$ cat src/rtl/tcpq_pkg.sv
`timescale 1ns / 1ps
// tcpq_pkg: widths, screen geometry and the fixed 16-colour palette
// for the text cell palette quantiser; used by every rtl file
package tcpq_pkg;

   // screen geometry
   localparam int COLUMNS = 80;
   localparam int ROWS    = 25;

   // field widths
   localparam int COLUMN_W = 7;
   localparam int ROW_W    = 5;
   localparam int CHAR_W   = 8;
   localparam int RGB_W    = 24;
   localparam int OFFSET_W = 12;
   localparam int ATTR_W   = 8;

   // palette and distance sizing
   localparam int CHAN_W   = 8;
   localparam int PAL_SIZE = 16;
   localparam int IDX_W    = $clog2(PAL_SIZE);
   localparam int DIST_W   = $clog2(3 * (2 ** CHAN_W - 1) + 1);

   // cell index is kept to one bit less than the offset, the offset being twice it
   localparam int CELL_W   = OFFSET_W - 1;

   typedef logic [COLUMN_W-1:0] column_type;
   typedef logic [ROW_W-1:0]    row_type;
   typedef logic [CHAR_W-1:0]   char_type;
   typedef logic [RGB_W-1:0]    rgb_type;
   typedef logic [OFFSET_W-1:0] offset_type;
   typedef logic [ATTR_W-1:0]   attr_type;
   typedef logic [IDX_W-1:0]    idx_type;
   typedef logic [DIST_W-1:0]   dist_type;
   typedef logic [CHAN_W-1:0]   chan_type;

   // standard 16-colour text palette, 0xRRGGBB
   localparam rgb_type PALETTE [PAL_SIZE] = '{
      24'h000000, 24'h0000AA, 24'h00AA00, 24'h00AAAA,
      24'hAA0000, 24'hAA00AA, 24'hAA5500, 24'hAAAAAA,
      24'h555555, 24'h5555FF, 24'h55FF55, 24'h55FFFF,
      24'hFF5555, 24'hFF55FF, 24'hFFFF55, 24'hFFFFFF
   };

   // absolute difference of two colour channels
   function automatic chan_type abs_diff(input chan_type p, input chan_type q);
      return (p > q) ? (p - q) : (q - p);
   endfunction

   // sum of absolute channel differences between a colour and a palette entry
   function automatic dist_type rgb_dist(input rgb_type c, input rgb_type e);
      dist_type dr;
      dist_type dg;
      dist_type db;
      dr = DIST_W'(abs_diff(c[23:16], e[23:16]));
      dg = DIST_W'(abs_diff(c[15:8],  e[15:8]));
      db = DIST_W'(abs_diff(c[7:0],   e[7:0]));
      return dr + dg + db;
   endfunction

endpackage

$ cat src/rtl/tcpq_if.sv
`timescale 1ns / 1ps
// tcpq_req_if and tcpq_rsp_if: valid/ready channels of the quantiser
// depends on tcpq_pkg for the payload types
interface tcpq_req_if;
   import tcpq_pkg::*;

   logic       valid;
   logic       ready;
   column_type column;
   row_type    row;
   char_type   char_code;
   rgb_type    fore_rgb;
   rgb_type    back_rgb;

   modport source (output valid, column, row, char_code, fore_rgb, back_rgb,
                   input ready);
   modport sink   (input valid, column, row, char_code, fore_rgb, back_rgb,
                   output ready);
endinterface

interface tcpq_rsp_if;
   import tcpq_pkg::*;

   logic       valid;
   logic       ready;
   offset_type byte_offset;
   char_type   char_byte;
   attr_type   attr_byte;

   modport source (output valid, byte_offset, char_byte, attr_byte, input ready);
   modport sink   (input valid, byte_offset, char_byte, attr_byte, output ready);
endinterface

$ cat src/rtl/text_cell_palette_quantizer.sv
`timescale 1ns / 1ps
// text_cell_palette_quantizer: maps a text-cell write to its memory offset,
// character and attribute; depends on tcpq_pkg, tcpq_if, tcpq_nearest
//
//   channel   direction  beat contents
//   req_chan  in         column, row, char_code, fore_rgb, back_rgb
//   rsp_chan  out        byte_offset, char_byte, attr_byte
//
// one beat per clock sustained unless rsp_chan stalls; each request beat passes
// through the input register, then the result register
// the palette search is a 16-way distance compare and a four-level minimum tree
// between the two registers
// reset clears only the valid flags; a stalled result holds and the input
// register keeps accepting while the result register is free to move
module text_cell_palette_quantizer (
   input logic       clock,
   input logic       reset,
   tcpq_req_if.sink  req_chan,
   tcpq_rsp_if.source rsp_chan
);
   import tcpq_pkg::*;

   logic       in_valid_ff,  in_valid_in;
   column_type column_ff;
   row_type    row_ff;
   char_type   char_ff;
   rgb_type    fore_ff;
   rgb_type    back_ff;

   logic       out_valid_ff, out_valid_in;
   offset_type offset_ff,    offset_in;
   char_type   char_out_ff;
   attr_type   attr_ff,      attr_in;

   logic       out_advance;
   logic       req_take;
   logic [CELL_W-1:0] cell_index;
   idx_type    fore_idx;
   idx_type    back_idx;

   // handshake
   assign out_advance    = !out_valid_ff || rsp_chan.ready;
   assign req_chan.ready = !in_valid_ff || out_advance;
   assign req_take       = req_chan.valid && req_chan.ready;

   always_comb begin
      in_valid_in  = req_chan.ready ? req_chan.valid : in_valid_ff;
      out_valid_in = out_advance ? in_valid_ff : out_valid_ff;
   end

   // input register
   always_ff @(posedge clock) begin
      if (reset) begin
         in_valid_ff <= 1'b0;
      end else begin
         in_valid_ff <= in_valid_in;
      end
      if (req_take) begin
         column_ff <= req_chan.column;
         row_ff    <= req_chan.row;
         char_ff   <= req_chan.char_code;
         fore_ff   <= req_chan.fore_rgb;
         back_ff   <= req_chan.back_rgb;
      end
   end

   // cell offset, wrapped to the offset width
   assign cell_index = CELL_W'(CELL_W'(row_ff) * CELL_W'(COLUMNS)) + CELL_W'(column_ff);
   assign offset_in  = {cell_index, 1'b0};

   // palette search for both colours
   tcpq_nearest u_fore_nearest (
      .rgb  (fore_ff),
      .pick (fore_idx)
   );

   tcpq_nearest u_back_nearest (
      .rgb  (back_ff),
      .pick (back_idx)
   );

   assign attr_in = {back_idx, fore_idx};

   // result register
   always_ff @(posedge clock) begin
      if (reset) begin
         out_valid_ff <= 1'b0;
      end else begin
         out_valid_ff <= out_valid_in;
      end
      if (out_advance && in_valid_ff) begin
         offset_ff   <= offset_in;
         char_out_ff <= char_ff;
         attr_ff     <= attr_in;
      end
   end

   assign rsp_chan.valid       = out_valid_ff;
   assign rsp_chan.byte_offset = offset_ff;
   assign rsp_chan.char_byte   = char_out_ff;
   assign rsp_chan.attr_byte   = attr_ff;

endmodule

$ cat src/rtl/tcpq_nearest.sv
`timescale 1ns / 1ps
// tcpq_nearest: picks the nearest palette entry to a 24-bit colour
// by sum of absolute channel differences; depends on tcpq_pkg
module tcpq_nearest (
   input  tcpq_pkg::rgb_type rgb,
   output tcpq_pkg::idx_type pick
);
   import tcpq_pkg::*;

   dist_type dist_l0 [16];
   dist_type dist_l1 [8];
   dist_type dist_l2 [4];
   dist_type dist_l3 [2];
   idx_type  idx_l1  [8];
   idx_type  idx_l2  [4];
   idx_type  idx_l3  [2];

   // distance to every entry in parallel
   always_comb begin
      for (int k = 0; k < PAL_SIZE; k++) begin
         dist_l0[k] = rgb_dist(rgb, PALETTE[k]);
      end
   end

   // minimum tree, left side kept on a tie so the lower index wins
   always_comb begin
      for (int k = 0; k < 8; k++) begin
         if (dist_l0[2*k] <= dist_l0[2*k+1]) begin
            dist_l1[k] = dist_l0[2*k];
            idx_l1[k]  = IDX_W'(2*k);
         end else begin
            dist_l1[k] = dist_l0[2*k+1];
            idx_l1[k]  = IDX_W'(2*k+1);
         end
      end
      for (int k = 0; k < 4; k++) begin
         if (dist_l1[2*k] <= dist_l1[2*k+1]) begin
            dist_l2[k] = dist_l1[2*k];
            idx_l2[k]  = idx_l1[2*k];
         end else begin
            dist_l2[k] = dist_l1[2*k+1];
            idx_l2[k]  = idx_l1[2*k+1];
         end
      end
      for (int k = 0; k < 2; k++) begin
         if (dist_l2[2*k] <= dist_l2[2*k+1]) begin
            dist_l3[k] = dist_l2[2*k];
            idx_l3[k]  = idx_l2[2*k];
         end else begin
            dist_l3[k] = dist_l2[2*k+1];
            idx_l3[k]  = idx_l2[2*k+1];
         end
      end
      pick = (dist_l3[0] <= dist_l3[1]) ? idx_l3[0] : idx_l3[1];
   end

endmodule
$ cat src/flat_wrapper.sv
// flat-port wrapper written by rule: the top's interface ports become plain ports
module text_cell_palette_quantizer_flat import tcpq_pkg::*;
  (clock, reset, req_chan_valid, req_chan_column, req_chan_row, req_chan_char_code, req_chan_fore_rgb, req_chan_back_rgb, req_chan_ready, rsp_chan_valid, rsp_chan_byte_offset, rsp_chan_char_byte, rsp_chan_attr_byte, rsp_chan_ready);
  tcpq_req_if req_chan_i ();
  tcpq_rsp_if rsp_chan_i ();
  input logic clock;
  input logic reset;
  input wire logic [$bits(req_chan_i.valid)-1:0] req_chan_valid;
  input wire logic [$bits(req_chan_i.column)-1:0] req_chan_column;
  input wire logic [$bits(req_chan_i.row)-1:0] req_chan_row;
  input wire logic [$bits(req_chan_i.char_code)-1:0] req_chan_char_code;
  input wire logic [$bits(req_chan_i.fore_rgb)-1:0] req_chan_fore_rgb;
  input wire logic [$bits(req_chan_i.back_rgb)-1:0] req_chan_back_rgb;
  output wire logic [$bits(req_chan_i.ready)-1:0] req_chan_ready;
  output wire logic [$bits(rsp_chan_i.valid)-1:0] rsp_chan_valid;
  output wire logic [$bits(rsp_chan_i.byte_offset)-1:0] rsp_chan_byte_offset;
  output wire logic [$bits(rsp_chan_i.char_byte)-1:0] rsp_chan_char_byte;
  output wire logic [$bits(rsp_chan_i.attr_byte)-1:0] rsp_chan_attr_byte;
  input wire logic [$bits(rsp_chan_i.ready)-1:0] rsp_chan_ready;
  assign req_chan_i.valid = req_chan_valid;
  assign req_chan_i.column = req_chan_column;
  assign req_chan_i.row = req_chan_row;
  assign req_chan_i.char_code = req_chan_char_code;
  assign req_chan_i.fore_rgb = req_chan_fore_rgb;
  assign req_chan_i.back_rgb = req_chan_back_rgb;
  assign req_chan_ready = req_chan_i.ready;
  assign rsp_chan_valid = rsp_chan_i.valid;
  assign rsp_chan_byte_offset = rsp_chan_i.byte_offset;
  assign rsp_chan_char_byte = rsp_chan_i.char_byte;
  assign rsp_chan_attr_byte = rsp_chan_i.attr_byte;
  assign rsp_chan_i.ready = rsp_chan_ready;
  text_cell_palette_quantizer u_core (.clock(clock), .reset(reset), .req_chan(req_chan_i), .rsp_chan(rsp_chan_i));
endmodule
$ cat config.mk
export PLATFORM = sky130hd
export DESIGN_NAME = text_cell_palette_quantizer_flat
export DESIGN_NICKNAME = d
export VERILOG_FILES = /design/src/rtl/tcpq_pkg.sv /design/src/rtl/tcpq_if.sv /design/src/rtl/text_cell_palette_quantizer.sv /design/src/rtl/tcpq_nearest.sv /design/src/flat_wrapper.sv
export SDC_FILE = /design/constraint.sdc
export NUM_CORES = 1
export LEC_CHECK = 0
export BUFFER_PORTS_ARGS = -buffer_cell sky130_fd_sc_hd__buf_2
export CAP_MARGIN = 30
export CELL_PAD_IN_SITES_DETAIL_PLACEMENT = 0
export CELL_PAD_IN_SITES_GLOBAL_PLACEMENT = 1
export CORE_AREA = 2 2 303 305
export CTS_CLUSTER_SIZE = 10
export DETAILED_ROUTE_END_ITERATION = 7
export DIE_AREA = 0 0 305 307
export HOLD_SLACK_MARGIN = 0.03
export PLACE_DENSITY = 0.6
export SYNTH_ARGS = -nofsm -noshare
export SYNTH_HDL_FRONTEND = slang
export SYNTH_SLANG_ARGS = --single-unit
export TNS_END_PERCENT = 30
$ cat constraint.sdc
create_clock -name clock -period 33.3 [get_ports clock]
set_input_delay 3.33 -clock clock [delete_from_list [all_inputs] [get_ports clock]]
set_output_delay 3.33 -clock clock [all_outputs]
set_load 0.03 [all_outputs]
==> qor.yml <==
grt_start_max_net_pins: 57
grt_pass1_wl_um: 160000
place_congestion: 0.891
numCtsBuffers: 9
postSynthCellCount: 3931
hp-class: "register to register"
globalRouteTotalUtil_pct: 22.1
setup_viol: 0
synth_flop_cell: "edfxtp_1"
finalHoldViolCount: 0
nets: 4820
start_kind: "register"
drc: 0
fin_crit_sh_pct: 40.4
rows: 111
ys_warn_count: 0
clockRootBuffer: "clkbuf_16"
status: "completed"
cts_tree: "done"
syn_to_final_growth_pct: 7.31
tns_ns: 0
skew_ns: 0.0240
clockBufferDepth: 2
num_io_pins: 102
crit_path_frequent_cell: "ha_1"
yosysTopAreaCell: "ha_1"
post_cts_buffers: 0
synth_edf_count: 95
ctsHtreeMaxLevel: 3
cap_violations: 0
synth-seq-cells: 97
max_freq_ghz: 0.0742
rsz0062_at_grt: "false"
finalCriticalPeriod_ns: 13.47
critPathArrivalTime_ns: 13.60
crit_type: "register to register"
via_per_inst: 5.29
antenna_found_initial: 4
die_area_mm2: 0.0936
async_reset_ff_share_pct: 0
ys_seq_area_share_pct: 9.21
dieWidth_um: 305
ant_nets: 0
synth_area_mm2: 0.0314
coreArea_mm2: 0.0907
wl_per_cell_um: 20.2
cts-hold-fix-buffers: 0
die_h_um: 307
yosys-top-cells-count: "ha_1, inv_1, a21oi_1"
slew_viol_final: 0
yosys-top-cells-area: "ha_1, edfxtp_1, xnor2_1"
grt_pass1_vias: 27019
syn_nets: 4756
synth.most_common_cell: "ha_1"
dp_hpwl_um: 89100
clkTransAtPathRegs_ns: 0.10
start_util_pct: 34.6
dr.pass1.iters: 5
drt_wl_total_um: 105000
grt_overflow: 0
cts_resized: 0
critical_path.max_stage_delay_ns: 0.73
drive_above_1_share_pct: 6.73
yosysTopAreaCellShare_pct: 27.1
cp-end-kind: "register"
yosysUniqueCellTypes: 104
required_ns: 33.43
crit_path_top_delay_cell: "a21oi_1"
portBuffers: 100
vias: 27429
cts_num_sinks: 97
slew_headroom_pct: 33.9
crit_fanout: 19
clkLatencyLatePin_ns: 0.41
syn_avg_cell_area_um2: 7.99
drt_iter0_markers: 1362
tightest_slew_ns: 0.985
## sequential cells by signal (all words and copies together) (netlist names)
name and flops:
u_core.char_ff 8, u_core.in_valid_ff 1, u_core.rsp_chan.valid 1, u_core.rsp_chan.char_byte 8, u_core.rsp_chan.byte_offset 11, u_core.column_ff 7
u_core.back_ff 24, u_core.fore_ff 24, u_core.row_ff 5, u_core.rsp_chan.attr_byte 8
## worst max-delay path, delay by kind of cell (launching register included)
family	cells	cell delay [ns]
multiplexers	3	0.87
buffers and inverters	6	1.47
adder cells (fa/ha/maj)	7	2.27
XOR/XNOR	2	0.41
flip-flops	1	0.62
AO/OA/AOI/OAI	23	4.69
AND/OR/NAND/NOR	15	2.85
## logic make-up after synthesis
group,count (synthesis),share of synthesized area [%]
mux,181,6.03
flops,97,9.21
fa+ha+maj,756,31.8
xor+xnor,353,9.95
simple gates,874,13.4
compound gates,1148,23.2
buf+inv,521,6.35
other cells,1,0.0119
## cell usage in the layout (no fill, tap or decap), types with 67 or more instances in the layout
master,count
o21ai_0,229
edfxtp_1,95
nor2b_1,83
mux2i_1,137
xor2_1,83
inv_1,418
fa_1,72
a21oi_1,382
nand2_1,204
a21o_1,183
ha_1,681
nor2_1,278
nor3_1,67
buf_2,100
xnor2_1,267
## area by class of cell
| class | count | area (µm²) |
|---|---|---|
| timing repair buffer | 146 | 858 |
| clock buffer | 9 | 225 |
| sequential | 97 | 2890 |
| fill | 9595 | 57000 |
| tap | 1186 | 1480 |
| antenna | 1 | 2.50 |
| inverter | 428 | 1610 |
| multi-input combinational | 3313 | 26500 |
| clock inverter | 7 | 95.1 |
## per-layer routing
metal	share of wire, %	vias up	track usage, %
li1	-	14176	-
met1	48	12770	29.2
met2	48	396	39.0
met3	2.5	83	1.81
met4	1.9	4	4.75
met5	0.021	-	0
## worst paths after layout
path	startpoint	end	slack (ns)	cells past startpoint
max reg2reg	u_core.back_ff[9]$_DFFE_PP_	u_core.rsp_chan.attr_byte[6]$_DFFE_PP_	19.83	56
max	u_core.back_ff[9]$_DFFE_PP_	u_core.rsp_chan.attr_byte[6]$_DFFE_PP_	19.83	56
min	u_core.char_ff[6]$_DFFE_PP_	u_core.rsp_chan.char_byte[6]$_DFFE_PP_	0.40	0
min reg2reg	u_core.char_ff[6]$_DFFE_PP_	u_core.rsp_chan.char_byte[6]$_DFFE_PP_	0.40	0
## through the flow
step           std cells  utilization (%)  setup WS (ns)  area [µm²]  hold slack, ns
2_1_floorplan       3931                -          21.93       31400           0.400
3_3_place_gp        5164             36.8          20.15       33300           0.401
3_5_place_dp        5170             36.8          20.16       33400           0.405
4_1_cts             5186             37.2          20.10       33700           0.396
5_1_grt             5186             37.2          18.83       33700           0.411
6_report            5187             37.2          19.83       33700           0.397
Power is left out: the tool's default activity adds up to more than one toggle a clock period on the data nets, which glitch-free logic cannot reach.
